<file path="config.mk">
export PLATFORM = sky130hd
export DESIGN_NAME = cerl_front
export DESIGN_NICKNAME = d
export VERILOG_FILES = /design/src/hdl/cerl_pkg.sv /design/src/hdl/cerl_front.sv
export SDC_FILE = /design/constraint.sdc
export NUM_CORES = 1
export LEC_CHECK = 0
export ABC_AREA = 1
export BUFFER_PORTS_ARGS = -buffer_cell sky130_fd_sc_hd__buf_2
export CAP_MARGIN = 0
export CORE_UTILIZATION = 45
export DETAILED_ROUTE_END_ITERATION = 6
export PLACE_DENSITY_LB_ADDON = 0.2
export SYNTH_ARGS = -nofsm -noshare
export SYNTH_HDL_FRONTEND = slang
export SYNTH_SLANG_ARGS = --single-unit
</file>
<file path="constraint.sdc">
create_clock -name aclk -period 6.8 [get_ports aclk]
set_input_delay 1.36 -clock aclk [delete_from_list [all_inputs] [get_ports aclk]]
set_output_delay 1.36 -clock aclk [all_outputs]
set_load 0.02 [all_outputs]
</file>
<file path="src/hdl/cerl_pkg.sv">
`timescale 1ns / 1ps

package cerl_pkg;

    // number formats
    localparam int PROB_FRAC_BITS = 15;
    localparam int LOSS_FRAC_BITS = 16;
    localparam int PROB_W         = 16;
    localparam int X_W            = PROB_W + 1;
    localparam int EXP_W          = 5;
    localparam int MANT_W         = 31;
    localparam int INT_W          = 6;
    localparam int LOG2_FRAC      = 28;
    localparam int L2_W           = INT_W + LOG2_FRAC;
    localparam int L2_LO_W        = 17;
    localparam int L2_HI_W        = L2_W - L2_LO_W;
    localparam int LN2_W          = 30;
    localparam logic [LN2_W-1:0] LN2_Q30 = 30'd744261118;
    localparam int LN_SHIFT       = 26;
    localparam int LN_W           = 40;
    localparam int PROD_W         = PROB_W + 1 + LN_W;
    localparam int TERM_SHIFT     = 32 + PROB_FRAC_BITS - LOSS_FRAC_BITS;
    localparam int TERM_W         = PROD_W - TERM_SHIFT;
    localparam int SUM_W          = 48;
    localparam int LOSS_W         = 32;
    localparam int QUEUE_DEPTH    = 2;
    localparam int QPTR_W         = $clog2(QUEUE_DEPTH);
    localparam int QCNT_W         = $clog2(QUEUE_DEPTH + 1);
    localparam int ITER_W         = $clog2(LOG2_FRAC);

    // normalized log argument, as classified by the front end
    typedef struct packed {
        logic [EXP_W-1:0]  exp;
        logic [MANT_W-1:0] mant;
        logic [PROB_W-1:0] weight;
        logic              last;
    } cerl_item_t;

    // natural log result handed to the accumulator
    typedef struct packed {
        logic signed [LN_W-1:0] ln;
        logic [PROB_W-1:0]      weight;
        logic                   last;
    } cerl_ln_t;

    typedef enum logic [2:0] {
        LOG_IDLE,
        LOG_ITER,
        LOG_MUL_LO,
        LOG_MUL_HI,
        LOG_SUM,
        LOG_DONE
    } cerl_log_state_t;

    typedef enum logic [1:0] {
        ACC_IDLE,
        ACC_MUL,
        ACC_ADD
    } cerl_acc_state_t;

endpackage

</file>
<file path="src/hdl/cerl_front.sv">
`timescale 1ns / 1ps

module cerl_front (
    input  logic                          aclk,
    input  logic                          aresetn,
    input  logic                          cfg_we,
    input  logic [cerl_pkg::PROB_W-1:0]   cfg_wdata,
    input  logic [cerl_pkg::PROB_W-1:0]   probability,
    input  logic [cerl_pkg::PROB_W-1:0]   target_weight,
    input  logic                          row_end,
    output cerl_pkg::cerl_item_t          item
);
    import cerl_pkg::*;

    logic [PROB_W-1:0] guard_reg;
    logic [X_W-1:0]    x;
    logic [EXP_W-1:0]  top_bit;

    always_ff @(posedge aclk) begin
        if (!aresetn) begin
            guard_reg <= PROB_W'(1);
        end else if (cfg_we) begin
            guard_reg <= cfg_wdata;
        end
    end

    always_comb begin
        x = X_W'(probability) + X_W'(guard_reg);
        // log of zero is taken as log of one LSB
        if (x == '0) begin
            x = X_W'(1);
        end
        top_bit = '0;
        for (int i = 0; i < X_W; i++) begin
            if (x[i]) begin
                top_bit = EXP_W'(i);
            end
        end
    end

    assign item.exp    = top_bit;
    assign item.mant   = MANT_W'({{(MANT_W-X_W){1'b0}}, x} << (EXP_W'(MANT_W - 1) - top_bit));
    assign item.weight = target_weight;
    assign item.last   = row_end;

endmodule

</file>
# Yosys cells after proc, flatten, opt, wreduce, memory -nomap -nowiden

Index checks and enable logic that the tools add are counted.

Output and inout bits: 53
Flip-flop bits (word level): 16
Logic and storage cells: 22
Bits of input ports: 52

Reductions and logical operators: 1
$add $sub $neg: 2
Shift-type cells: 1
Mux-type cells: 17

Operators with widths:

| kind                                          | number |
|---|---|
| 5-bit 2-to-1 mux                              | 15 |
| 17-bit by 5-bit << shifter with 31-bit output | 1 |
| 16-bit by 16-bit adder with 17-bit output     | 1 |
| 17-bit logical NOT                            | 1 |
| 17-bit 2-to-1 mux                             | 1 |
| 5-bit subtractor, first input constant        | 1 |
| 1-bit 2-to-1 mux                              | 1 |

# Depth between registers and ports, before layout

Word-level depth: 21
Gate-level depth with buffers: 33
Gate-level depth less buffers: 31

# Worst setup path before layout

No wires, ideal clock.

Kind: input-to-output
From: input probability[0] (netlist name)
To: output item[28] (netlist name)
Arrival: 4.732 ns
Path buffers: 3
Stages on the path: 30
Slack: 0.708 ns
Required time: 5.440 ns
Path through: ha_1 -> inv_1 -> fa_1 -> inv_1 -> nand3_1 -> nand2_1 -> nand2_1 -> nand2_1 -> nand2_2 -> nand3_2 -> xor2_2 -> inv_2 -> nand2_1 -> nand2_1 -> nand2_1 -> nand2_1 -> nand2_1 -> nand2_2 -> nand2_4 -> buf_6 -> inv_1 -> ha_1 -> clkbuf_1 -> buf_2 -> nand2_1 -> nand2_1 -> nand2_1 -> nand2_1 -> nand2_1 -> nor2_1

RTL lines:

| what            | RTL line         | RTL |
|---|---|---|
| start, declared | cerl_front.sv:8  | `input logic [cerl_pkg::PROB_W-1:0] probability,` |
| end, declared   | cerl_front.sv:11 | `output cerl_pkg::cerl_item_t item` |

==> impl_metrics.toml <==
[global_route]
grt_pass1_vias = 3168
grt_start_max_net_pins = 26
grt_overflow = 0
met3_usage_pct = 2.557
grt-busiest-layer = "met2"
grt_usage_pct = 23.62
use_met2_pct = 39.17
grt_pass1_wl_um = 14120
met1_usage_pct = 32.88
antenna_found_initial = 0

[timing]
finClkSkew_ns = 0
finalSetupViolCount = 0
fmax_mhz = 156.4
period_share_pct = 94.04
fin_crit_ns = 6.395
max_slew_margin_pct = 60.19
final_max_slew_viol_count = 0
rsz0062_at_grt = "false"
hold_viol = 0
setup_tns_ns = 0
worst_pin_slew_ns = 0.5957

[power]
peakVddDrop_uv = 143.0
p_total_uw = 1270
swShare_pct = 61.33
power_switching_uw = 778.8
combPwrFrac_pct = 84.9
clkPwrFrac_pct = 6.9
pwr-share-seq_pct = 8.2
powerDensity_mw_per_mm2 = 378.8
p_int_uw = 491.0
p_leak_uw = 0.001881

[floorplan]
die_y_um = 84.81
core_area_mm2 = 0.006495
initial_core_util_pct = 47.51
ioPinCount = 105
rows = 29
dieArea_mm2 = 0.007192
fp.dieW_um = 84.81

[layout]
layout-drive-gt1-share_pct = 22.78
seq_area_um2 = 320.3
diodes = 0
finalNetCount = 646
area_delta_synth_final_pct = 8.637
multiInputGateArea_mm2 = 0.002338
largest_reg_flops = 16
nFillCells = 703

[worst_setup_path]
cp.required_ns = 5.44
cp_top_family = "simple AND/OR/NAND/NOR gates"
critPathKind = "in -> out"
critPathArrivalTime_ns = 5.03
start_kind = "input port"
critPathMaxStageDelay_ns = 0.38
crit_path_max_fanout = 16
cp_common_cell = "nand2_1"
setup.worst_path.end_class = "primary output"
path_buf_inv = 8
worst_path_max_delay_cell = "fa_1"

[run_status]
violations = "design-rule violations"
status = "complete, but fails checks"

[synthesis]
netlist_area_mm2 = 0.003085
yosys_register_bits = 16
synthDistinctLibCells = 38
synth_seq_area_share_pct = 10.38
syn_avg_cell_area_um2 = 5.756
netlist_instances = 536
synthTopCellsByArea = "nand2_1 (19%), nand3_1 (17%), dfxtp_1 (10%)"
synth_warnings = 0
synth_top_area_share_pct = 19.10
yosysTopAreaCell = "nand2_1"

[clocking]
cts_max_level = 1
cts_tree = "built"
postCtsHoldBufs = 0
cts_max_path_buffers = 2
clk_latency_ns = 0.26
clockRootBuffer = "clkbuf_8"
cts_num_sinks = 16
clk_pin_slew_ns = 0.07
cts-buffers-inserted = 3

[route]
ant_nets = 0
wirelength_um = 8200
first_pass_iters = 7
drc = 7
viasPerCell = 5.363
drtIter0Drc = 211
via_count = 3497
wire_per_inst_um = 12.58

[placement]
place_congestion = 0.8853
port_buffers = 66
hpwl_um = 6649

[flow_run]
drv_cap = 0

[worst_hold_path]
min_path_type = "reg -> reg"
-- logic make-up (layout without fill, tap and decap cells) --
logic type | Yosys count | count (layout) | synth area share (%)
AND/OR/NAND/NOR | 360 | 360 | 54.79
buffers and inverters | 84 | 120 | 14.56
AO/OA/AOI/OAI | 49 | 49 | 9.611
adder cells (fa/ha/maj) | 18 | 18 | 7.542
flip-flops | 16 | 16 | 10.38
XOR/XNOR | 8 | 8 | 3.001
other | 1 | 4 | 0.1215
-- through the flow --
stage / hold WS, ns / worst slack [ns] / cells / area (um2) / utilization [%]
floorplan: 0.4329 / 0.7082 / 539 / 3097 / -
global placement: 0.4815 / 0.4833 / 647 / 3274 / 50.41
detailed placement: 0.4899 / 0.3387 / 647 / 3274 / 50.41
CTS: 0.5086 / 0.3146 / 651 / 3329 / 51.26
global route: 0.5427 / 0.04073 / 652 / 3352 / 51.61
finish: 0.4988 / 0.4054 / 652 / 3352 / 51.61
-- power groups by stage --
stage | registers [uW] | clock network, uW | logic, uW
after floorplan | 105 | 0 | 849
after global placement | 106 | 0 | 1040
after detailed placement | 106 | 0 | 1050
after CTS | 104 | 89.3 | 1060
after global routing | 104 | 94.1 | 1200
final | 104 | 87.5 | 1080
-- cell type report --
class	instances	area share (%)
multi-input combinational	439	69.76
timing repair buffer	70	10.75
sequential	16	9.556
inverter	46	5.412
tap	77	2.874
clock buffer	4	1.642
-- what timing repair did --
item	CTS	global route
buffers inserted	0	1
resized for setup	0	4
setup endpoints to repair	0	27
-- synth_stat cells --
cell type and n:
fa_1 1, nand2_4 4, conb_1 1, xnor2_1 2, nand4_1 3, or2_1 1, inv_1 32, o21ai_1 3
nand3_2 14, o21ai_0 18, o2111ai_1 1, clkbuf_1 5, buf_6 2, inv_6 1, nand3b_1 2, ha_1 17
a21oi_2 4, nor2_4 6, buf_2 4, nand2_1 157, o21bai_1 2, a21oi_1 17, buf_8 1, and2_1 1
xor2_1 3, nand3_1 102, o31ai_1 1, a21oi_4 2, buf_4 26, xor2_2 3, a21o_1 1, clkinv_1 2
nand2_2 8, inv_2 11, dfxtp_1 16, nor2_2 2, nor2_1 57, nor3_1 3
-- worst paths after layout --
| check | from | to | slack [ns] | depth (start not counted) |
|---|---|---|---|---|
| max | probability[0] | item[44] | 0.41 | 30 |
| min | guard_reg[0] | guard_reg[0] | 0.50 | 2 |
| max reg2reg | guard_reg[14] | guard_reg[14] | 6.14 | 2 |
| min reg2reg | guard_reg[0] | guard_reg[0] | 0.50 | 2 |
-- worst register-to-register path: stages (launching register included) --
cell and delay, ns:
dfxtp_1 0.33, o21ai_0 0.16, nor2_1 0.06
-- cell usage in the layout (no fill, tap or decap), types with 2 or more instances in the layout --
master	n
o21ai_0	17
inv_1	32
nor2_4	6
o21ai_1	4
xor2_1	3
xor2_2	3
inv_2	11
nand4_1	3
nor2_1	56
nor3_1	3
buf_4	4
a21oi_2	4
buf_2	66
nand2_2	8
nand3b_1	2
nor2_2	3
clkbuf_8	4
dfxtp_1	16
conb_1	4
nand3_1	102
nand2_1	157
nand2_4	3
nand3_2	14
ha_1	17
o21bai_1	2
a21oi_1	17
a21oi_4	2
xnor2_1	2
-- routing by layer --
layer / routed length, um / part of all wire (%)
met4: 110 / 1.3
met2: 3642 / 44
met1: 4052 / 49
met3: 396 / 4.8
met5: 0 / 0
Power figures use the tool's default switching activity.
