<file path="src/hdl/cerl_pkg.sv">
`timescale 1ns / 1ps

package cerl_pkg;

    // number formats
    localparam int PROB_FRAC_BITS = 15;
    localparam int LOSS_FRAC_BITS = 16;
    localparam int PROB_W         = 16;
    localparam int X_W            = PROB_W + 1;
    localparam int EXP_W          = 5;
    localparam int MANT_W         = 31;
    localparam int INT_W          = 6;
    localparam int LOG2_FRAC      = 28;
    localparam int L2_W           = INT_W + LOG2_FRAC;
    localparam int L2_LO_W        = 17;
    localparam int L2_HI_W        = L2_W - L2_LO_W;
    localparam int LN2_W          = 30;
    localparam logic [LN2_W-1:0] LN2_Q30 = 30'd744261118;
    localparam int LN_SHIFT       = 26;
    localparam int LN_W           = 40;
    localparam int PROD_W         = PROB_W + 1 + LN_W;
    localparam int TERM_SHIFT     = 32 + PROB_FRAC_BITS - LOSS_FRAC_BITS;
    localparam int TERM_W         = PROD_W - TERM_SHIFT;
    localparam int SUM_W          = 48;
    localparam int LOSS_W         = 32;
    localparam int QUEUE_DEPTH    = 2;
    localparam int QPTR_W         = $clog2(QUEUE_DEPTH);
    localparam int QCNT_W         = $clog2(QUEUE_DEPTH + 1);
    localparam int ITER_W         = $clog2(LOG2_FRAC);

    // normalized log argument, as classified by the front end
    typedef struct packed {
        logic [EXP_W-1:0]  exp;
        logic [MANT_W-1:0] mant;
        logic [PROB_W-1:0] weight;
        logic              last;
    } cerl_item_t;

    // natural log result handed to the accumulator
    typedef struct packed {
        logic signed [LN_W-1:0] ln;
        logic [PROB_W-1:0]      weight;
        logic                   last;
    } cerl_ln_t;

    typedef enum logic [2:0] {
        LOG_IDLE,
        LOG_ITER,
        LOG_MUL_LO,
        LOG_MUL_HI,
        LOG_SUM,
        LOG_DONE
    } cerl_log_state_t;

    typedef enum logic [1:0] {
        ACC_IDLE,
        ACC_MUL,
        ACC_ADD
    } cerl_acc_state_t;

endpackage

</file>
<file path="src/hdl/cerl_queue.sv">
`timescale 1ns / 1ps

module cerl_queue (
    input  logic                 aclk,
    input  logic                 aresetn,
    input  logic                 push_valid,
    output logic                 push_ready,
    input  cerl_pkg::cerl_item_t push_item,
    output logic                 pop_valid,
    input  logic                 pop_ready,
    output cerl_pkg::cerl_item_t pop_item
);
    import cerl_pkg::*;

    cerl_item_t        entry_reg [QUEUE_DEPTH];
    logic [QPTR_W-1:0] wr_ptr_reg, wr_ptr_next;
    logic [QPTR_W-1:0] rd_ptr_reg, rd_ptr_next;
    logic [QCNT_W-1:0] count_reg, count_next;
    logic              do_push, do_pop;

    assign push_ready = (count_reg != QCNT_W'(QUEUE_DEPTH));
    assign pop_valid  = (count_reg != '0);
    assign pop_item   = entry_reg[rd_ptr_reg];
    assign do_push    = push_valid && push_ready;
    assign do_pop     = pop_valid && pop_ready;

    always_comb begin
        wr_ptr_next = wr_ptr_reg;
        rd_ptr_next = rd_ptr_reg;
        count_next  = count_reg;
        if (do_push) begin
            wr_ptr_next = (wr_ptr_reg == QPTR_W'(QUEUE_DEPTH - 1)) ? '0 : wr_ptr_reg + 1'b1;
        end
        if (do_pop) begin
            rd_ptr_next = (rd_ptr_reg == QPTR_W'(QUEUE_DEPTH - 1)) ? '0 : rd_ptr_reg + 1'b1;
        end
        if (do_push && !do_pop) begin
            count_next = count_reg + 1'b1;
        end else if (do_pop && !do_push) begin
            count_next = count_reg - 1'b1;
        end
    end

    always_ff @(posedge aclk) begin
        if (!aresetn) begin
            wr_ptr_reg <= '0;
            rd_ptr_reg <= '0;
            count_reg  <= '0;
        end else begin
            wr_ptr_reg <= wr_ptr_next;
            rd_ptr_reg <= rd_ptr_next;
            count_reg  <= count_next;
        end
    end

    always_ff @(posedge aclk) begin
        if (do_push) begin
            entry_reg[wr_ptr_reg] <= push_item;
        end
    end

    a_count_bound: assert property (@(posedge aclk) disable iff (!aresetn)
        count_reg <= QCNT_W'(QUEUE_DEPTH))
        else $error("queue count above depth");

    a_ptr_gap: assert property (@(posedge aclk) disable iff (!aresetn)
        (count_reg == '0) |-> (wr_ptr_reg == rd_ptr_reg))
        else $error("empty queue with unequal pointers");

endmodule

</file>
<file path="config.mk">
export PLATFORM = sky130hd
export DESIGN_NAME = cerl_queue
export DESIGN_NICKNAME = d
export VERILOG_FILES = /design/src/hdl/cerl_pkg.sv /design/src/hdl/cerl_queue.sv
export SDC_FILE = /design/constraint.sdc
export NUM_CORES = 1
export LEC_CHECK = 0
export CAP_MARGIN = 20
export CORE_MARGIN = 8
export CORE_UTILIZATION = 45
export DETAILED_ROUTE_END_ITERATION = 8
export DONT_BUFFER_PORTS = 1
export PLACE_DENSITY = 0.63
export SETUP_SLACK_MARGIN = 0.15
export SLEW_MARGIN = 20
export SYNTH_ARGS = -nofsm -noshare
export SYNTH_HDL_FRONTEND = slang
export SYNTH_SLANG_ARGS = --single-unit
</file>
<file path="constraint.sdc">
create_clock -name aclk -period 5.49 [get_ports aclk]
set_clock_uncertainty 0.1 [all_clocks]
set_input_delay 0.549 -clock aclk [delete_from_list [all_inputs] [get_ports aclk]]
set_output_delay 0.549 -clock aclk [all_outputs]
set_load 0.005 [all_outputs]
</file>
* Word-level counts from Yosys, hierarchy flattened *
Memories as Yosys holds them, arrays and structs flattened. A register that Yosys moved wholly into a read port is not among the register bits.
Cells that the tools add are included.

word-level totals
  register bits = 4
  bits in latches = 0
  bits in writable memories = 106
  ROM bits = 0
  input port bits = 57
  logic and storage cells = 25
  memories kept = 1

operators by class
  add/subtract/negate cells = 4
  multiply operators = 0
  divide/modulo/power cells = 0
  magnitude comparators = 0
  eq/ne operators = 1
  shifts and indexed selects = 0
  muxes and demuxes = 8
  bitwise gates (word level) = 0
  reductions and logical operators = 8

memories
  name       words  bits a word  read ports  clocked after Yosys merged registers in  wr ports  line              source
  entry_reg  2      53           1           1                                        1         cerl_queue.sv:15  cerl_item_t entry_reg [QUEUE_DEPTH];

operators by type and width
  operator                                           number
  2-to-1 mux 1 bit                                   6
  logical AND 1 bit                                  4
  2-to-1 mux 2 bit                                   2
  nonzero test 2 bit                                 2
  adder 1 bit (second input constant)                2
  adder 2 x 1 -> 2 bit (second input constant)       1
  zero test 1 bit                                    2
  != test 2 bit (second input constant)              1
  subtractor 2 x 1 -> 2 bit (second input constant)  1

* Longest topological paths before layout *
  depth after elaboration = 6
  mapped depth = 6
  gate-level depth less buffers = 6

* Worst setup path after synthesis *
No wires, ideal clock.

  path type = register to register
  start point = register count_reg[0]
  end point = memory entry_reg[1][0] in the netlist's numbering (enable)
  library setup time = 0.416 ns
  arrival = 1.865 ns
  setup slack = 3.108 ns
  cell stages (with the launch flop) = 3
  buffers on the path = 0
  path through = dfxtp_1 -> nand2b_4 -> and3_1

between the ends
  cells in the longest elaborated chain, start to end = 4

RTL lines
  item                                    line              source
  from (decl)                             cerl_queue.sv:18  logic [QCNT_W-1:0] count_reg, count_next;
  from (signal assigned)                  cerl_queue.sv:52  count_reg <= count_next;
  != test 2 bit                           cerl_queue.sv:21  assign push_ready = (count_reg != QCNT_W'(QUEUE_DEPTH));
  named net push_ready                    cerl_queue.sv:7   output logic push_ready,
  logical AND 1 bit                       cerl_queue.sv:24  assign do_push = push_valid && push_ready;
  2-to-1 mux 1 bit                        cerl_queue.sv:57  if (do_push) begin
  2-to-1 mux 1 bit (not written as such)  cerl_queue.sv:58  entry_reg[wr_ptr_reg] <= push_item;
  to (decl)                               cerl_queue.sv:15

The timed path passes the listed nets, and every way through them passes these cells.

==> metrics.md <==
| Metric | Value |
|---|---|
| Hold slack | `184 ps` |
| Top cell type by total area after synthesis | `edfxtp_1` |
| FILL cells | `704` |
| Core area | `0.00876 mm^2` |
| Post-CTS setup buffer count | `0` |
| Mapped Cells | `189` |
| Sw Ratio | `23.9%` |
| Syn Nets | `247` |
| Endpoint arrival time on the critical path | `1600 ps` |
| CTS Buf Count | `9` |
| Mapped Area | `0.00407 mm^2` |
| Max IR drop VDD | `0.408 mV` |
| Final HPWL DP | `4600 um` |
| Ys flop type | `edfxtp_1` |
| Clk buf depth | `2` |
| Rows | `34` |
| Crit-path slowest cell | `dfxtp_4` |
| Clk slew on worst S/H paths | `100 ps` |
| Yosys reg bits | `111` |
| P&R area growth vs syn | `7.97%` |
| R2R Setup Slk | `3440 ps` |
| Post-synth top area share | `78.3%` |
| Vias after detailed routing | `1639` |
| Number of global-route vias before repair | `1752` |
| Top post-synthesis cells by count | `106 x edfxtp_1, 53 x mux2_2, 5 x buf_4, 5 x dfxtp_1, 4 x and2_1` |
| WP buf/inv | `0` |
| # nets final | `252` |
| Largest net degree at the start of global routing | `54` |
| Worst Path Max Fanout | `53` |
| Port Buffers | `0` |
| Psw | `0.000479 W` |
| Crit-path cells | `mux2_2` |
| Synth warn | `0` |
| Max-cap viol count | `0` |
| Root Driver | `clkbuf_8` |
| Die Width | `111 um` |
| Register area share after synthesis | `80.8%` |
| Antenna Cells | `0` |
| Crit path largest cell delay | `790 ps` |
| Post-CTS resize count | `0` |
| Clk_lat worst skew | `350 ps` |
| Distinct cells, synth | `20` |
| Die H | `111 um` |
| CTS tree | `done` |
| Htree depth | `3` |
| Hold Fails Final Rpt | `0` |
| Layout cells sized above 1 | `36.7%` |
| Slew Viols, Final | `0` |
| Routed Antenna Nets | `0` |
| CTS hold repair buffers | `0` |
| Slew HR | `39.5%` |
| Async SR Flop Fraction | `0%` |
| Pint | `0.00152 W` |
| F_max | `0.445 GHz` |
| First-pass GRT wire length | `10300 um` |
| Top-count cell post-synth | `edfxtp_1` |
| Routed wire per std cell | `22.7 um` |
| 1st-iter DRT viols | `77` |
| Initial antenna violation count | `0` |
| Final Cycle Share | `40.9%` |
| Gr usage total | `10.9%` |
| Gpl congestion | `0.657` |
| Sink Count | `111` |
| Die ar. | `0.0123 mm^2` |
| Clock power share | `26.9%` |
| Finish-stage setup viols | `0` |
| Post-synth EDFFs | `106` |
| Largest register FFs | `106` |
| DR pass1 iterations | `4` |
| Vias per std cell | `5.39` |
| Boundary pin count | `112` |
| Status | `complete, no violations` |
| Routed wire length | `6890 um` |
| Dominant cells by area after synthesis | `edfxtp_1 78%, mux2_2 15%, dfxtp_1 2.5%` |
| Slew at the pin with the worst max-slew slack | `907 ps` |
| Worst min path class | `in2reg` |
| Avg Cell Area, Syn | `21.5 um^2` |
| Reg power frac | `57.0%` |
| Crit path max-delay family | `flip-flops` |
| P_leak | `1.39 nW` |
| Comb pwr share | `16.1%` |
| Final worst path period need | `2250 ps` |
| CP endpoint kind | `primary output` |
| Congestion Overflow GR | `0` |
| CP Class | `reg2out` |
| RSZ-0062 raised after global routing | `no` |
| PD cells | `456 mW/mm^2` |
| DRC | `0` |
| Worst Path Required | `4840 ps` |
| Setup TNS | `0 ps` |
| Initial core utilization | `46.4%` |
| Crit start category | `flip-flop` |
power groups by stage:
| stage | clock network (W) | logic, W | registers [W] |
|---|---|---|---|
| final | 0.000539 | 0.000322 | 0.00114 |
| after global routing | 0.000588 | 0.000351 | 0.00116 |
| after CTS | 0.000553 | 0.000335 | 0.00115 |
| after floorplan | 0 | 0.000321 | 0.00110 |
| after global placement | 0 | 0.000319 | 0.00115 |
| after detailed placement | 0 | 0.000333 | 0.00117 |
metal layers:
layer,up-vias,wire [um],track usage [%]
met4,0,100,5.07
met1,807,2590,11.5
met3,11,734,5.90
met5,-,0,0
met2,79,3460,17.6
li1,742,-,-
final cells by class:
type                       count  area [um^2]  share of cell area (%)
clock inverter                 4         97.6                    2.22
sequential                   111         3290                    74.9
multi-input combinational     71          741                    16.9
tap                          108          135                    3.08
clock buffer                   9          124                    2.82
inverter                       1         5.00                   0.114
cell usage in the layout, fill, tap and decap left out, types with 2 or more instances in the layout:
cell	instances
bufinv_16	3
edfxtp_1	106
dfxtp_1	4
mux2_2	53
and2_1	4
clkbuf_8	9
xnor2_1	2
final timing paths:
check                                               start                          to  cells after the start
worst min-delay path                        push_item[51]  entry_reg[0][51]$_DFFE_PP_                      0
worst max-delay path                            flip-flop                 pop_item[3]                      1
worst min register to register  count_reg[1]$_SDFFE_PN0P_   count_reg[1]$_SDFFE_PN0P_                      2
worst max register to register  count_reg[0]$_SDFFE_PN0P_  entry_reg[0][22]$_DFFE_PP_                      3
through the flow:
step	setup WS (ps)	utilization, %	std cells	instance area [um^2]	power (W)
finish	3240	50.1	304	4390	0.00200
global route	3120	50.1	304	4390	0.00210
CTS	2780	50.0	304	4380	0.00204
detailed placement	3210	47.5	291	4160	0.00150
global placement	3310	47.5	291	4160	0.00147
floorplan	3110	-	189	4070	0.00142
logic make-up (layout without fill, tap and decap cells):
family,after synthesis,after routing,share of synthesized area [%]
multiplexers,53,53,14.7
AND/OR/NAND/NOR,9,9,1.60
flip-flops,111,111,80.8
buffers and inverters,7,14,1.14
AO/OA/AOI/OAI,5,5,0.862
XOR/XNOR,3,3,0.646
adder cells (fa/ha/maj),1,1,0.308
No activity file was read; power rests on OpenSTA's default activity.
