<file path="src/hdl/cerl_pkg.sv">
`timescale 1ns / 1ps

package cerl_pkg;

    // number formats
    localparam int PROB_FRAC_BITS = 15;
    localparam int LOSS_FRAC_BITS = 16;
    localparam int PROB_W         = 16;
    localparam int X_W            = PROB_W + 1;
    localparam int EXP_W          = 5;
    localparam int MANT_W         = 31;
    localparam int INT_W          = 6;
    localparam int LOG2_FRAC      = 28;
    localparam int L2_W           = INT_W + LOG2_FRAC;
    localparam int L2_LO_W        = 17;
    localparam int L2_HI_W        = L2_W - L2_LO_W;
    localparam int LN2_W          = 30;
    localparam logic [LN2_W-1:0] LN2_Q30 = 30'd744261118;
    localparam int LN_SHIFT       = 26;
    localparam int LN_W           = 40;
    localparam int PROD_W         = PROB_W + 1 + LN_W;
    localparam int TERM_SHIFT     = 32 + PROB_FRAC_BITS - LOSS_FRAC_BITS;
    localparam int TERM_W         = PROD_W - TERM_SHIFT;
    localparam int SUM_W          = 48;
    localparam int LOSS_W         = 32;
    localparam int QUEUE_DEPTH    = 2;
    localparam int QPTR_W         = $clog2(QUEUE_DEPTH);
    localparam int QCNT_W         = $clog2(QUEUE_DEPTH + 1);
    localparam int ITER_W         = $clog2(LOG2_FRAC);

    // normalized log argument, as classified by the front end
    typedef struct packed {
        logic [EXP_W-1:0]  exp;
        logic [MANT_W-1:0] mant;
        logic [PROB_W-1:0] weight;
        logic              last;
    } cerl_item_t;

    // natural log result handed to the accumulator
    typedef struct packed {
        logic signed [LN_W-1:0] ln;
        logic [PROB_W-1:0]      weight;
        logic                   last;
    } cerl_ln_t;

    typedef enum logic [2:0] {
        LOG_IDLE,
        LOG_ITER,
        LOG_MUL_LO,
        LOG_MUL_HI,
        LOG_SUM,
        LOG_DONE
    } cerl_log_state_t;

    typedef enum logic [1:0] {
        ACC_IDLE,
        ACC_MUL,
        ACC_ADD
    } cerl_acc_state_t;

endpackage

</file>
<file path="src/hdl/cerl_log.sv">
`timescale 1ns / 1ps

module cerl_log (
    input  logic                 aclk,
    input  logic                 aresetn,
    input  logic                 item_valid,
    output logic                 item_ready,
    input  cerl_pkg::cerl_item_t item,
    output logic                 ln_valid,
    input  logic                 ln_ready,
    output cerl_pkg::cerl_ln_t   ln_out
);
    import cerl_pkg::*;

    cerl_log_state_t          state_reg, state_next;
    logic [ITER_W-1:0]        cnt_reg;
    logic [MANT_W-1:0]        m_reg;
    logic [LOG2_FRAC-1:0]     frac_reg;
    logic signed [INT_W-1:0]  int_reg;
    logic [PROB_W-1:0]        weight_reg;
    logic                     last_reg;
    logic [L2_LO_W+LN2_W-1:0] plo_reg;
    logic signed [L2_HI_W+LN2_W:0] phi_reg;
    logic signed [LN_W-1:0]   ln_reg;

    logic [2*MANT_W-1:0]      sq;
    logic [MANT_W:0]          msq;
    logic signed [L2_W-1:0]   l2;
    logic signed [L2_W+LN2_W+1:0] full_prod;
    logic signed [L2_W+LN2_W+1:0] rounded;

    always_comb begin
        state_next = state_reg;
        unique case (state_reg)
            LOG_IDLE:   if (item_valid) state_next = LOG_ITER;
            LOG_ITER:   if (cnt_reg == ITER_W'(LOG2_FRAC - 1)) state_next = LOG_MUL_LO;
            LOG_MUL_LO: state_next = LOG_MUL_HI;
            LOG_MUL_HI: state_next = LOG_SUM;
            LOG_SUM:    state_next = LOG_DONE;
            LOG_DONE:   if (ln_ready) state_next = LOG_IDLE;
            default:    state_next = LOG_IDLE;
        endcase
    end

    always_comb begin
        item_ready = (state_reg == LOG_IDLE);
        ln_valid   = (state_reg == LOG_DONE);
    end

    always_ff @(posedge aclk) begin
        if (!aresetn) begin
            state_reg <= LOG_IDLE;
        end else begin
            state_reg <= state_next;
        end
    end

    // one squaring per cycle; each step yields one fraction bit of log2
    assign sq  = (2*MANT_W)'(m_reg) * (2*MANT_W)'(m_reg);
    assign msq = sq[2*MANT_W-1:MANT_W-1];
    assign l2  = {int_reg, frac_reg};
    assign full_prod = (L2_W+LN2_W+2)'(phi_reg) * (L2_W+LN2_W+2)'(2**L2_LO_W)
                     + $signed({2'b00, (L2_W+LN2_W)'(plo_reg)});
    assign rounded   = (full_prod + (L2_W+LN2_W+2)'(2**(LN_SHIFT-1))) >>> LN_SHIFT;

    always_ff @(posedge aclk) begin
        if (!aresetn) begin
            cnt_reg <= '0;
        end else if (state_reg == LOG_IDLE) begin
            cnt_reg <= '0;
        end else if (state_reg == LOG_ITER) begin
            cnt_reg <= cnt_reg + 1'b1;
        end
    end

    always_ff @(posedge aclk) begin
        unique case (state_reg)
            LOG_IDLE: begin
                m_reg      <= item.mant;
                int_reg    <= $signed({1'b0, item.exp}) - INT_W'(PROB_FRAC_BITS);
                weight_reg <= item.weight;
                last_reg   <= item.last;
                frac_reg   <= '0;
            end
            LOG_ITER: begin
                if (msq[MANT_W]) begin
                    m_reg    <= msq[MANT_W:1];
                    frac_reg <= {frac_reg[LOG2_FRAC-2:0], 1'b1};
                end else begin
                    m_reg    <= msq[MANT_W-1:0];
                    frac_reg <= {frac_reg[LOG2_FRAC-2:0], 1'b0};
                end
            end
            LOG_MUL_LO: plo_reg <= (L2_LO_W+LN2_W)'(l2[L2_LO_W-1:0]) * (L2_LO_W+LN2_W)'(LN2_Q30);
            LOG_MUL_HI: phi_reg <= (L2_HI_W+LN2_W+1)'($signed(l2[L2_W-1:L2_LO_W]))
                                 * $signed({{(L2_HI_W+1){1'b0}}, LN2_Q30});
            LOG_SUM:    ln_reg  <= rounded[LN_W-1:0];
            LOG_DONE:   ;
            default:    ;
        endcase
    end

    assign ln_out.ln     = ln_reg;
    assign ln_out.weight = weight_reg;
    assign ln_out.last   = last_reg;

    a_norm: assert property (@(posedge aclk) disable iff (!aresetn)
        (state_reg == LOG_ITER) |-> m_reg[MANT_W-1])
        else $error("mantissa lost normalization");

endmodule

</file>
<file path="config.mk">
export PLATFORM = sky130hd
export DESIGN_NAME = cerl_log
export DESIGN_NICKNAME = d
export VERILOG_FILES = /design/src/hdl/cerl_pkg.sv /design/src/hdl/cerl_log.sv
export SDC_FILE = /design/constraint.sdc
export NUM_CORES = 2
export LEC_CHECK = 0
export BUFFER_PORTS_ARGS = -buffer_cell sky130_fd_sc_hd__buf_4
export CAP_MARGIN = 40
export CORE_MARGIN = 10
export CORE_UTILIZATION = 39
export DETAILED_ROUTE_END_ITERATION = 8
export PLACE_DENSITY = 0.59
export SLEW_MARGIN = 20
export SYNTH_ARGS = -nofsm -noshare
export SYNTH_HDL_FRONTEND = slang
export SYNTH_SLANG_ARGS = --single-unit
</file>
<file path="constraint.sdc">
create_clock -name aclk -period 7.55 [get_ports aclk]
set_input_delay 0 -clock aclk [delete_from_list [all_inputs] [get_ports aclk]]
set_output_delay 0 -clock aclk [all_outputs]
set_load 0.05 [all_outputs]
</file>
# == After elaboration in Yosys (flattened, before gate mapping) ==
# Index checks and enable logic that the tools add are counted.
# word_totals
out_inout_bits,59
ff_bits,223
# op_classes
bitwise_logic,1
multipliers,3
addsub,4
eq_ne,9
reduce_logical,4
mux,8
# ops
operator,count
65-bit by 48-bit adder with 66-bit output,1
66-bit by 27-bit adder with 66-bit output (second input constant),1
31-bit by 31-bit multiplier with 62-bit output,1
31-bit case mux with 2 select lines,1
28-bit case mux with 2 select lines,1
17-bit by 30-bit multiplier with 47-bit output (second input constant),1
17-bit by 29-bit multiplier with 46-bit output (second input constant),1
31-bit 2-to-1 mux,1
3-bit case mux with 6 select lines,1
3-bit 2-to-1 mux,3
3-bit by 2-bit equality test with 1-bit output (second input constant),2
3-bit equality test (second input constant),2
5-bit by 4-bit subtractor with 6-bit output (second input constant),1
5-bit by 1-bit adder with 5-bit output (second input constant),1
5-bit equality test (second input constant),1
2-bit inequality test (second input constant),2
3-bit by 1-bit equality test with 1-bit output (second input constant),1
3-bit zero test,1
3-bit AND reduction,1
2-bit by 1-bit inequality test with 1-bit output (second input constant),1
2-bit nonzero test,1
2-bit OR reduction,1
1-bit 2-to-1 mux,1
1-bit NOT,1

# == Logic depth before layout (Yosys ltp) ==
# depth
ltp_word,3
depth_mapped,31
mapped_depth_nobuf,28

# == Worst setup path after synthesis ==
# No wires, ideal clock.
# synth_timing
path_type,reg2reg
startpoint,register m_reg[12]
endpoint,register m_reg[24] (data pin)
setup_slack_ns,-0.168
path_stages_with_launch,27
arrival_time_ns,7.457
n_path_buf,2
setup_time_ns,0.261
path_cell_list,edfxtp_1 > clkbuf_1 > clkbuf_1 > nand2_1 > fa_1 > inv_1 > fa_1 > inv_1 > fa_1 > fa_1 > inv_1 > fa_1 > fa_1 > fa_1 > fa_1 > ha_1 > a21oi_2 > nand2_1 > a221o_1 > a2111oi_0 > or3_1 > a21oi_2 > o211ai_4 > o21ai_2 > xor2_1 > and4_1 > a221o_1
# synth_via
elab_chain_cells,3
# synth_rtl
element,line,source
from (decl),cerl_log.sv:17,logic [MANT_W-1:0] m_reg;
from (signal assigned),cerl_log.sv:79,m_reg <= item.mant;
from (signal assigned),cerl_log.sv:87,m_reg <= msq[MANT_W:1];
from (signal assigned),cerl_log.sv:90,m_reg <= msq[MANT_W-1:0];
31-bit by 31-bit multiplier with 62-bit output,cerl_log.sv:59,assign sq = (2*MANT_W)'(m_reg) * (2*MANT_W)'(m_reg);
31-bit 2-to-1 mux,cerl_log.sv:86,if (msq[MANT_W]) begin
31-bit case mux with 2 select lines,cerl_log.sv:77,unique case (state_reg)
# Every way passes these cells.
# A chain may end at the register's enable or synchronous reset.

# == Worst setup path in the final report ==
# layout_timing
startpoint,register m_reg[13]
endpoint,register m_reg[8] (data pin)
# Same word-level chain as after synthesis.

==> results.tsv <==
stage	metric	value	unit
outcome	outcome	finished with violations	
outcome	failing checks	negative setup slack	
floorplan	Die ar.	146000	µm²
worst_setup_path	CP endpoint kind	flip-flop	
finish	Layout area overhead	18.7	%
worst_setup_path	Reg2Reg Setup Slack	-320	ps
placed_design	I/O Buffers	115	
routing	DRC viols	0	
yosys	YS warnings	0	
worst_setup_path	worst r2r src	m_reg[13]	
finish	leading cell type in the layout, fill and taps excluded	inv_1	
routing	DRT antenna net count	0	
worst_setup_path	CP Launch Type	flip-flop	
yosys	complex-gate fraction of the synthesized area	5.89	%
routing	routed wire length	138000	µm
finish	layout cells sized above 1	15.8	%
yosys	multiplexer share of the synthesized area	0.101	%
timing	final worst setup slack	-317	ps
timing	final setup vio count	32	
finish	Finished Core Util	46.6	%
yosys	Syn Std Cell Area	51000	µm²
clock_network	TritonCTS clock tree	built	
timing	RSZ-0062 raised after global routing	yes	
flow_run	max_cap viols	0	
grt	vias in the first global route	39981	
worst_setup_path	crit path max fanout	7	
yosys	top_reg_cell synth	edfxtp_1	
yosys	syn nets	6894	
clock_network	Root Buffer Master	clkbuf_16	
clock_network	total clock buffers created by CTS	27	
finish	most frequent cells in the layout	inv_1 (1418), fa_1 (1042), ha_1 (671)	
yosys	Adder-Cell Fraction of Synth Area	58.9	%
worst_setup_path	Reg2Reg Capture Point	m_reg[8]	
clock_network	number of clock sinks	206	
timing	Relative slew margins	41.5	%
yosys	largest family of logic cells by synthesized area	adder cells	
clock_network	clk slew on worst S/H paths	70	ps
grt	initial antenna violation count	2	
finish	max reg flops	47	
clock_network	Bufs on Longest Clock Path	3	
floorplan	Initial Utilization	39.3	%
worst_setup_path	CP dominant cell by count	fa_1	
worst_setup_path	WP data arrival	8280	ps
grt	largest net degree at the start of global routing	56	
worst_setup_path	Worst Reg-to-Reg Cells	28	
worst_setup_path	slowest CP cell	fa_2	
routing	via-per-instance ratio	4.79	
hold_path	Worst Hold Path EP	weight_reg[6]	
timing	clock skew	37.1	ps
routing	vias	35809	
yosys	Mapped Avg Cell Area	10.1	µm²
yosys	ys async rst share	0	%
yosys	Yosys top cell area share	42.1	%
timing	Final Max Slew Viols	0	
floorplan	Core Box Area	130000	µm²
worst_setup_path	Worst Path Buf+Inv	7	
placed_design	placer congestion estimate	0.929	
floorplan	Std-Cell Rows	132	
routing	initial DRC count	2110	
routing	first drt pass iteration count	5	
finish	nets@finish	7522	
placed_design	DP HPWL	119000	µm
floorplan	IO Count	116	
yosys	post-synthesis xor/xnor area fraction	2.73	%
clock_network	H-tree depth	1	
routing	WL per Instance	18.5	µm
timing	final hold viol count	0	
timing	clock period minus worst slack	7870	ps
worst_setup_path	critical path type	reg2reg	
grt	grt ovf	0	
worst_setup_path	delay-heaviest family, CP	adder cells	
timing	Peak Freq	127	MHz
yosys	post-synth top area cell	fa_1	
yosys	number of synthesized flops with an enable pin	198	
worst_setup_path	max incr delay on CP	590	ps
floorplan	die height	382	µm
yosys	synth unique cells	81	
worst_setup_path	Worst EP required	7970	ps
grt	Total GRT Usage	19.2	%
hold_path	hold path start	item[7]	
hold_path	worst hold path class	in2reg	
yosys	simple logic cell fraction of the synthesized area	8.89	%
timing	worst slew pin tran	873	ps
clock_network	Worst-Skew Late Latency	620	ps
yosys	most area-consuming cells after synthesis	fa_1 (42%), ha_1 (17%), edfxtp_1 (12%), inv_1 (11%), nand2_1 (2.9%)	
yosys	Seq/Total Area, Yosys	12.0	%
hold_path	Hold Path Cell Cnt	2	
yosys	Synth Register Bits	206	
timing	fin crit share	104	%
grt	first-pass GRT wire length	223000	µm
floorplan	Die W	382	µm
finish	ant diodes	0	
yosys	Post-Syn Instances	5077	
-- cell type report --
| type | count | area, µm² |
|---|---|---|
| clock inverters | 16 | 154 |
| repair buffers | 725 | 6120 |
| fillers | 12325 | 69300 |
| clock buffers | 34 | 722 |
| well taps | 1742 | 2180 |
| multi-input cells | 3314 | 39900 |
| flip-flops and latches | 206 | 6110 |
| inverters | 1431 | 5380 |
-- how the worst max path moves through the flow --
stage                          from         to  cells past startpoint
after floorplan            m_reg[9]  m_reg[24]                     29
after global placement    m_reg[22]   m_reg[6]                     26
after detailed placement  m_reg[22]  m_reg[10]                     28
after CTS                 m_reg[13]  m_reg[21]                     30
after global routing       m_reg[9]   m_reg[8]                     29
final                     m_reg[13]   m_reg[8]                     28
-- through the flow --
| step | worst slack [ps] | TNS (ps) | std cells | hold WS (ps) | area (µm²) |
|---|---|---|---|---|---|
| final | -317 | -6950 | 7468 | 128 | 60600 |
| after detailed placement | -706 | -16720 | 7319 | 179 | 57800 |
| after global routing | -552 | -14420 | 7468 | 108 | 60600 |
| after CTS | -374 | -9140 | 7453 | 87.9 | 60000 |
| after floorplan | 3.93 | 0 | 5077 | 98.9 | 51100 |
| after global placement | -709 | -16390 | 7317 | 178 | 57800 |
-- layer usage --
| metal | global-route usage, % | wire [µm] | vias to the layer above |
|---|---|---|---|
| met1 | 27.0 | 63800 | 18203 |
| met3 | 2.44 | 6950 | 127 |
| li1 | - | - | 16755 |
| met2 | 31.9 | 64900 | 722 |
| met4 | 3.16 | 2200 | 2 |
| met5 | 0 | 13 | - |
-- timing repair --
item	CTS	global route
endpoints found under the setup margin	32	32
setup buffers	26	16
cloned	1	0
hold endpoints to repair	62	0
resized for setup	126	113
hold buffers	60	0
pin swaps	69	52
-- synth_stat cells, types with 68 or more instances --
master and instances:
ha_1 688, edfxtp_1 198, clkbuf_1 114, o21ai_0 68, xnor2_1 93, and2_1 192
a21oi_1 139, a21o_1 80, fa_1 1072, nor2_1 139, nand2_1 392, inv_1 1431
-- cell families after synthesis --
logic type                 Yosys count
buffers and inverters             1557
xor gates and xnor gates           159
and+or+nand+nor                    940
muxes                                5
DFF                                206
adders and majority gates         1760
AOI/OAI and AO/OA                  450
Power is not shown: default switching activity piles up to over one toggle a cycle in this logic, so the estimate is an artifact.
