--- config.mk ---
export PLATFORM = sky130hd
export DESIGN_NAME = cerl_accum
export DESIGN_NICKNAME = d
export VERILOG_FILES = /design/src/hdl/cerl_pkg.sv /design/src/hdl/cerl_accum.sv
export SDC_FILE = /design/constraint.sdc
export NUM_CORES = 2
export LEC_CHECK = 0
export BUFFER_PORTS_ARGS = -buffer_cell sky130_fd_sc_hd__buf_2
export CAP_MARGIN = 30
export CELL_PAD_IN_SITES_DETAIL_PLACEMENT = 0
export CELL_PAD_IN_SITES_GLOBAL_PLACEMENT = 1
export CORE_MARGIN = 1
export CORE_UTILIZATION = 50
export CTS_CLUSTER_DIAMETER = 80
export DETAILED_ROUTE_END_ITERATION = 8
export PLACE_DENSITY = 0.82
export SETUP_SLACK_MARGIN = 0.05
export SLEW_MARGIN = 5
export SYNTH_ARGS = -nofsm -noshare
export SYNTH_HDL_FRONTEND = slang
export SYNTH_SLANG_ARGS = --single-unit
--- constraint.sdc ---
create_clock -name aclk -period 16.1 [get_ports aclk]
set_clock_uncertainty 0.2 [all_clocks]
set_input_delay 0 -clock aclk [delete_from_list [all_inputs] [get_ports aclk]]
set_output_delay 0 -clock aclk [all_outputs]
set_load 0.01 [all_outputs]
--- src/hdl/cerl_pkg.sv ---
`timescale 1ns / 1ps

package cerl_pkg;

    // number formats
    localparam int PROB_FRAC_BITS = 15;
    localparam int LOSS_FRAC_BITS = 16;
    localparam int PROB_W         = 16;
    localparam int X_W            = PROB_W + 1;
    localparam int EXP_W          = 5;
    localparam int MANT_W         = 31;
    localparam int INT_W          = 6;
    localparam int LOG2_FRAC      = 28;
    localparam int L2_W           = INT_W + LOG2_FRAC;
    localparam int L2_LO_W        = 17;
    localparam int L2_HI_W        = L2_W - L2_LO_W;
    localparam int LN2_W          = 30;
    localparam logic [LN2_W-1:0] LN2_Q30 = 30'd744261118;
    localparam int LN_SHIFT       = 26;
    localparam int LN_W           = 40;
    localparam int PROD_W         = PROB_W + 1 + LN_W;
    localparam int TERM_SHIFT     = 32 + PROB_FRAC_BITS - LOSS_FRAC_BITS;
    localparam int TERM_W         = PROD_W - TERM_SHIFT;
    localparam int SUM_W          = 48;
    localparam int LOSS_W         = 32;
    localparam int QUEUE_DEPTH    = 2;
    localparam int QPTR_W         = $clog2(QUEUE_DEPTH);
    localparam int QCNT_W         = $clog2(QUEUE_DEPTH + 1);
    localparam int ITER_W         = $clog2(LOG2_FRAC);

    // normalized log argument, as classified by the front end
    typedef struct packed {
        logic [EXP_W-1:0]  exp;
        logic [MANT_W-1:0] mant;
        logic [PROB_W-1:0] weight;
        logic              last;
    } cerl_item_t;

    // natural log result handed to the accumulator
    typedef struct packed {
        logic signed [LN_W-1:0] ln;
        logic [PROB_W-1:0]      weight;
        logic                   last;
    } cerl_ln_t;

    typedef enum logic [2:0] {
        LOG_IDLE,
        LOG_ITER,
        LOG_MUL_LO,
        LOG_MUL_HI,
        LOG_SUM,
        LOG_DONE
    } cerl_log_state_t;

    typedef enum logic [1:0] {
        ACC_IDLE,
        ACC_MUL,
        ACC_ADD
    } cerl_acc_state_t;

endpackage

--- src/hdl/cerl_accum.sv ---
`timescale 1ns / 1ps

module cerl_accum (
    input  logic                                aclk,
    input  logic                                aresetn,
    input  logic                                ln_valid,
    output logic                                ln_ready,
    input  cerl_pkg::cerl_ln_t                  ln_in,
    output logic                                out_valid,
    input  logic                                out_ready,
    output logic signed [cerl_pkg::LOSS_W-1:0]  row_loss,
    output logic                                overflow
);
    import cerl_pkg::*;

    cerl_acc_state_t         state_reg, state_next;
    cerl_ln_t                hold_reg;
    logic signed [PROD_W-1:0] prod_reg;
    logic signed [SUM_W-1:0] sum_reg;
    logic                    out_valid_reg;
    logic signed [LOSS_W-1:0] loss_reg;
    logic                    ovf_reg;

    logic                    out_free, sum_upd, out_load;
    logic signed [PROD_W-1:0] prod_rnd;
    logic signed [TERM_W-1:0] term;
    logic signed [SUM_W:0]   sum_ext;
    logic signed [SUM_W-1:0] sum_sat;
    logic signed [SUM_W:0]   neg;
    logic signed [LOSS_W-1:0] loss_sat;
    logic                    loss_ovf;

    assign out_free = !out_valid_reg || out_ready;

    always_comb begin
        state_next = state_reg;
        unique case (state_reg)
            ACC_IDLE: if (ln_valid) state_next = ACC_MUL;
            ACC_MUL:  state_next = ACC_ADD;
            ACC_ADD:  if (!hold_reg.last || out_free) state_next = ACC_IDLE;
            default:  state_next = ACC_IDLE;
        endcase
    end

    always_comb begin
        ln_ready = (state_reg == ACC_IDLE);
        sum_upd  = (state_reg == ACC_ADD) && (!hold_reg.last || out_free);
        out_load = (state_reg == ACC_ADD) && hold_reg.last && out_free;
    end

    always_ff @(posedge aclk) begin
        if (!aresetn) begin
            state_reg <= ACC_IDLE;
        end else begin
            state_reg <= state_next;
        end
    end

    always_ff @(posedge aclk) begin
        if (state_reg == ACC_IDLE && ln_valid) begin
            hold_reg <= ln_in;
        end
        if (state_reg == ACC_MUL) begin
            prod_reg <= $signed({1'b0, hold_reg.weight}) * hold_reg.ln;
        end
    end

    always_comb begin
        prod_rnd = (prod_reg + PROD_W'(2**(TERM_SHIFT-1))) >>> TERM_SHIFT;
        term     = prod_rnd[TERM_W-1:0];
        sum_ext  = (SUM_W+1)'(sum_reg) + (SUM_W+1)'(term);
        // 48-bit clamp
        if (sum_ext[SUM_W] != sum_ext[SUM_W-1]) begin
            sum_sat = sum_ext[SUM_W] ? {1'b1, {(SUM_W-1){1'b0}}} : {1'b0, {(SUM_W-1){1'b1}}};
        end else begin
            sum_sat = sum_ext[SUM_W-1:0];
        end
        neg = -(SUM_W+1)'(sum_sat);
        if (neg[SUM_W:LOSS_W-1] != {(SUM_W-LOSS_W+2){neg[SUM_W]}}) begin
            loss_ovf = 1'b1;
            loss_sat = neg[SUM_W] ? {1'b1, {(LOSS_W-1){1'b0}}} : {1'b0, {(LOSS_W-1){1'b1}}};
        end else begin
            loss_ovf = 1'b0;
            loss_sat = neg[LOSS_W-1:0];
        end
    end

    always_ff @(posedge aclk) begin
        if (!aresetn) begin
            sum_reg       <= '0;
            out_valid_reg <= 1'b0;
        end else begin
            if (sum_upd) begin
                sum_reg <= hold_reg.last ? '0 : sum_sat;
            end
            if (out_load) begin
                out_valid_reg <= 1'b1;
            end else if (out_ready) begin
                out_valid_reg <= 1'b0;
            end
        end
    end

    always_ff @(posedge aclk) begin
        if (out_load) begin
            loss_reg <= loss_sat;
            ovf_reg  <= loss_ovf;
        end
    end

    assign out_valid = out_valid_reg;
    assign row_loss  = loss_reg;
    assign overflow  = ovf_reg;

    a_load_from_add: assert property (@(posedge aclk) disable iff (!aresetn)
        $rose(out_valid_reg) |-> $past(state_reg == ACC_ADD && hold_reg.last))
        else $error("result raised outside row end");

endmodule

== Word level (Yosys, flattened, before mapping) ==
Cells that the tools add are included.
Storage, ports and cells
  flip-flop bits (word level): 198
  bits in latches: 0
  memory bits (writable): 0
  memory bits (read-only): 0
  bits of input ports: 61
  output and inout port bits: 35
  word-level logic and storage cells: 41
  memories kept: 0
Cells by class
  add/subtract/negate cells: 3
  multipliers: 1
  divide/modulo/power cells: 0
  order comparisons: 0
  eq/ne operators: 6
  shifts and indexed selects: 0
  multiplexer cells: 11
  bitwise logic cells: 0
  reduce and logical (&&, ||, !) cells: 11
Operators by type and width (count)
  48-bit two-way mux: 3
  32-bit two-way mux: 2
  57-bit by 32-bit adder with 57-bit output, second input constant: 1
  17-bit by 40-bit multiplier with 57-bit output: 1
  48-bit by 26-bit adder with 49-bit output: 1
  48-bit negator with 49-bit output: 1
  17-bit != test: 1
  2-bit case mux with 3 select lines: 1
  1-bit logical AND: 4
  2-bit two-way mux: 2
  1-bit two-way mux: 3
  2-bit by 1-bit == test with 1-bit output, second input constant: 1
  2-bit == test, second input constant: 1
  1-bit zero test: 2
  2-bit zero test: 1
  1-bit logical OR: 2
  2-bit by 1-bit != test with 1-bit output, second input constant: 1
  2-bit != test, second input constant: 1
  2-bit AND reduction: 1
  2-bit nonzero test: 1
  1-bit != test: 1

== Depth between registers and ports, before layout ==
  depth after elaboration: 7
  mapped depth: 38

== Worst setup path after synthesis ==
No wires, ideal clock.
  kind: register -> register
  from: reg prod_reg[32]
  to: reg loss_reg[12], in the netlist row_loss[12], data pin
  library setup time: 0.270 ns
  data arrival time: 8.108 ns
  required time: 15.630 ns
  path slack: 7.522 ns
  cell stages (with the launch flop): 38
  path buffers: 7
  clock period less this slack: 8.578 ns
  cell sequence: edfxtp_1 -> and3_1 -> and3_1 -> nand3_1 -> nor2_1 -> nand3_1 -> xnor2_1 -> ha_1 -> buf_2 -> nand2_1 -> nor2_1 -> a21o_1 -> or2_1 -> o311ai_1 -> nor2_1 -> or2_2 -> clkbuf_1 -> buf_2 -> (+2 left out) -> nand2_1 -> nand2_1 -> nand2_1 -> ha_1 -> nand2_1 -> and3b_1 -> clkbuf_1 -> nand3_1 -> nor3_1 -> nand3_1 -> o22ai_1 -> nand2_1 -> a211oi_1 -> xor2_1 -> mux2_2 -> nor4_4 -> buf_6 -> mux2i_1
On the way
  word-level cells in the longest chain between the ends: 7
  elaborated cells between the ends (all ways): 9
  classes of those cells: 3 x add/sub; 2 x eq/ne; 4 x mux
Ends and longest elaborated chain
  from (decl): line cerl_accum.sv:18  | logic signed [PROD_W-1:0] prod_reg;
  from (signal assigned): line cerl_accum.sv:64  | prod_reg <= $signed({1'b0, hold_reg.weight}) * hold_reg.ln;
  57-bit by 32-bit adder with 57-bit output (*): line cerl_accum.sv:69  | prod_rnd = (prod_reg + PROD_W'(2**(TERM_SHIFT-1))) >>> TERM_SHIFT;
  48-bit by 26-bit adder with 49-bit output (*): line cerl_accum.sv:71  | sum_ext = (SUM_W+1)'(sum_reg) + (SUM_W+1)'(term);
  48-bit two-way mux / 1-bit != test (equally long branches): line cerl_accum.sv:74, cerl_accum.sv:73
  48-bit two-way mux (*): line cerl_accum.sv:73  | if (sum_ext[SUM_W] != sum_ext[SUM_W-1]) begin
  48-bit negator with 49-bit output (*): line cerl_accum.sv:78  | neg = -(SUM_W+1)'(sum_sat);
  17-bit != test / 32-bit two-way mux (equally long branches): line cerl_accum.sv:79, cerl_accum.sv:81
  32-bit two-way mux (*): line cerl_accum.sv:79  | if (neg[SUM_W:LOSS_W-1] != {(SUM_W-LOSS_W+2){neg[SUM_W]}}) begin
  via loss_sat[12]: line cerl_accum.sv:30  | logic signed [LOSS_W-1:0] loss_sat;
  to (signal assigned): line cerl_accum.sv:106  | loss_reg <= loss_sat;
  to (decl): line cerl_accum.sv:21  | logic signed [LOSS_W-1:0] loss_reg;
The timed path passes the listed nets; every way through them passes the cells marked *.
A chain may end at the register's enable or synchronous reset.

== Worst setup path in the final report ==
  from: reg prod_reg[32]
  to: reg loss_reg[1], in the netlist row_loss[1], data pin
The elaborated chain is that of the path after synthesis.

==> implementation parameters <==
Parameter                              Value

Timing
  Max-Slew Margin vs Limit    34.7%
  Slew at the pin with the worst max-slew slack    around 0.98 ns
  Pins over their slew limit    0
  Final setup fails    0
  Final worst setup slack    6.72 ns
  RSZ-0062 raised after global routing    no
  Final critical path time including I/O delays and setup    9.38 ns
  Setup total negative slack    0 ns
  Final Hold Vio Count    0
  Fraction of the cycle the final worst path needs    between 50% and 60%
  Highest clock frequency the design can meet    0.107 GHz

GRT
  Congestion Overflow GR    0
  Total routing usage reported by global routing    ~27%
  Antenna violations before repair    2
  Maximum number of pins on one net before global-route repair    58
  Number of global-route vias before repair    25,607
  Wire length of the first global-routing pass    138,000 um

Clock tree
  Post-CTS resize count    0
  Number of levels in the clock H-tree    4
  Source-to-sink clock delay at the later pin of the worst-skew pair    ~0.51 ns
  Buffer levels on the longest clock path    2
  Clk slew on worst S/H paths    0.09 ns
  Number of buffers created by CTS    17
  CTS tree    done
  Root Buffer Master    clkbuf_16
  Number of setup buffers added after CTS    0
  Clock tree sinks    168

Floorplanning
  Height of the chip    256 um
  Die area    about 65,000 sq um
  IO Pins    96
  Chip Width    around 260 um
  Std cell rows    92
  Initial standard-cell utilization of the core    50.8%
  Area of the core region    63,400 sq um

Worst setup path
  Crit Path Category    register to register
  CP arrival    between 9 and 10 ns
  Slowest Stage Delay on Critical Path    0.64 ns
  Type of element launching the critical path    register
  Standard cell with the maximum stage delay on the critical path    nand2_1
  Required arrival time at the worst endpoint    approximately 16 ns
  Dominant cell type by count on the critical path    nand2_1
  Highest net fanout along the worst path    36
  Kind of capture point of the worst setup path    register

Placed design
  Routability Congestion    0.927
  Placed cell area    33,400 sq um
  Port bufs    95
  Cell Count Post-Placement    4,360
  Pre-CTS worst setup slack    6.89 ns
  Final HPWL from detailed placement    62,400 um

Final layout
  Number of cells in the finished layout apart from fillers    4,501
  NumNets Final    4,484
  Number of inserted diodes    0
  Final design instance area without fill    35,000 sq um
  Fraction of final layout cells with drive strength greater than 1    6.10%
  Layout-stage area growth over the synthesis result    8.71%
  Number of flip-flops under the largest register name    57
  # fillers    5,763

Logic synthesis
  Unique cell type count in the Yosys netlist    between 90 and 100
  Number of standard cells after synthesis    3,551
  Average footprint of a synthesized cell    9.08 sq um
  Seq cells post-synth    about 170
  Primary flip-flop cell chosen by synthesis mapping    edfxtp_1
  Mapped Area    32,200 sq um
  Proportion of synthesized flip-flops having asynchronous set or reset    0%
  Yosys top cell area share    37.3%
  Syn_nets    4,393
  Main area contributors after synthesis    fa_1, edfxtp_1, inv_1, ha_1, nand2_1
  Warnings, synthesis    0
  Number of synthesized flops with an enable pin    117
  Seq/Total Area, Yosys    14.1%
  Library cell with the largest summed area after synthesis    fa_1

Run
  Max-capacitance violation count    0

Routing
  Number of search-and-repair iterations in the first detailed-routing pass    7
  Count of nets left with antenna violations after detail routing    0
  Number of design rule violations left after detail routing    0
  Drt total wl    around 85,000 um
  Number of vias per cell    about 5.5
  Vias after detailed routing    24,569
  Wirelength per Cell    ~19 um
  DRT iter0 DRCs    1,499

Status
  Status    complete, no violations

Worst hold path
  Class of the worst hold path    primary input to register
-- worst max-delay path, delay by kind of cell (launching register included) --
family                   cells  cell delay, ns
AO/OA/AOI/OAI                5            1.03
XOR/XNOR                     2            0.29
adder cells (fa/ha/maj)      2            0.71
buffers and inverters        5            1.27
flip-flops                   1            0.41
multiplexers                 1            0.28
AND/OR/NAND/NOR             18            4.98
-- cell families (layout without fill, tap and decap cells) --
family | count (synthesis) | count (layout) | share of synthesized area (%)
DFF | 168 | 168 | 14.1
xor gates and xnor gates | 121 | 121 | 3.31
muxes | 39 | 39 | 1.22
and+or+nand+nor | 1142 | 1142 | 17.3
buffers and inverters | 838 | 942 | 9.94
AOI/OAI and AO/OA | 442 | 442 | 9.22
adders and majority gates | 801 | 801 | 44.9
-- per-stage QoR --
stage | util [%] | hold slack, ns
after CTS | 55.2 | 0.00133
after global routing | 55.2 | 0.0186
after global placement | 52.6 | -0.0240
after floorplan | - | -0.101
after detailed placement | 52.6 | -0.0219
final | 55.2 | 0.0218
-- layer usage --
metal  up-vias  GRT usage (%)  part of all wire [%]  routed length [um]
met5         -              0                 0.011                   9
met4         2           6.45                   1.7                1440
met3        99           4.16                   7.2                6140
met2       843           41.9                    45               37800
met1     12327           39.5                    46               39300
li1      11298              -                     -                   -
-- layout make-up --
cell class | count | area (sq um) | share of cell area, %
clock buffers | 17 | 425 | 1.21
clock inverters | 15 | 156 | 0.446
inverters | 668 | 2510 | 7.16
multi-input cells | 2545 | 24500 | 70.0
flip-flops and latches | 168 | 4530 | 12.9
well taps | 846 | 1060 | 3.02
repair buffers | 242 | 1840 | 5.26
-- cell usage in the layout, fill, tap and decap left out, types with 18 or more instances in the layout --
master / Yosys / final
and2_1: 247 / 246
a21oi_1: 118 / 117
nor3_1: 31 / 31
ha_1: 181 / 181
o21ai_0: 71 / 71
mux2i_1: 36 / 36
fa_1: 600 / 600
buf_2: 18 / 97
a211oi_1: 23 / 23
xnor2_1: 80 / 79
nand2_1: 547 / 547
nand3_1: 43 / 43
nor2b_1: 55 / 53
nor2_1: 92 / 91
edfxtp_1: 117 / 117
buf_4: 2 / 37
inv_1: 666 / 666
a22oi_1: 32 / 32
maj3_1: 19 / 19
and3_1: 27 / 27
nand4_1: 18 / 18
dlygate4sd3_1: 0 / 108
xor2_1: 40 / 40
o21a_1: 18 / 18
dfxtp_1: 51 / 51
a21o_1: 41 / 41
-- synthesized netlist by cell type, types with 9 or more instances --
| cell type | n |
|---|---|
| inv_1 | 666 |
| fa_1 | 600 |
| nand2_1 | 547 |
| and2_1 | 247 |
| ha_1 | 181 |
| clkbuf_1 | 142 |
| a21oi_1 | 118 |
| edfxtp_1 | 117 |
| nor2_1 | 92 |
| xnor2_1 | 80 |
| o21ai_0 | 71 |
| nor2b_1 | 55 |
| dfxtp_1 | 51 |
| nand3_1 | 43 |
| a21o_1 | 41 |
| xor2_1 | 40 |
| mux2i_1 | 36 |
| a22oi_1 | 32 |
| nor3_1 | 31 |
| and3_1 | 27 |
| a211oi_1 | 23 |
| maj3_1 | 19 |
| buf_2 | 18 |
| nand4_1 | 18 |
| o21a_1 | 18 |
| o21bai_1 | 14 |
| or3_1 | 13 |
| nor4_1 | 11 |
| o211ai_1 | 11 |
| o21ai_1 | 11 |
| o22ai_1 | 10 |
| o31ai_1 | 10 |
| a21boi_0 | 9 |
| or2_2 | 9 |
-- what timing repair did --
item,4_1_cts,5_1_grt
hold buffers,108,0
hold endpoints to repair,86,0
setup endpoints to repair,0,0
-- worst paths after layout --
kind / startpoint / endpoint / slack (ns) / cells past startpoint
worst min register to register: sum_reg[4] / sum_reg[4] / 0.32 / 2
worst max-delay path: prod_reg[32] / row_loss[1] / 6.72 / 33
worst max register to register: prod_reg[32] / row_loss[1] / 6.72 / 33
worst min-delay path: ln_in[21] / hold_reg[21] / 0.02 / 2
Power is left out: the tool's default activity adds up to more than one toggle a clock period on the data nets, which glitch-free logic cannot reach.
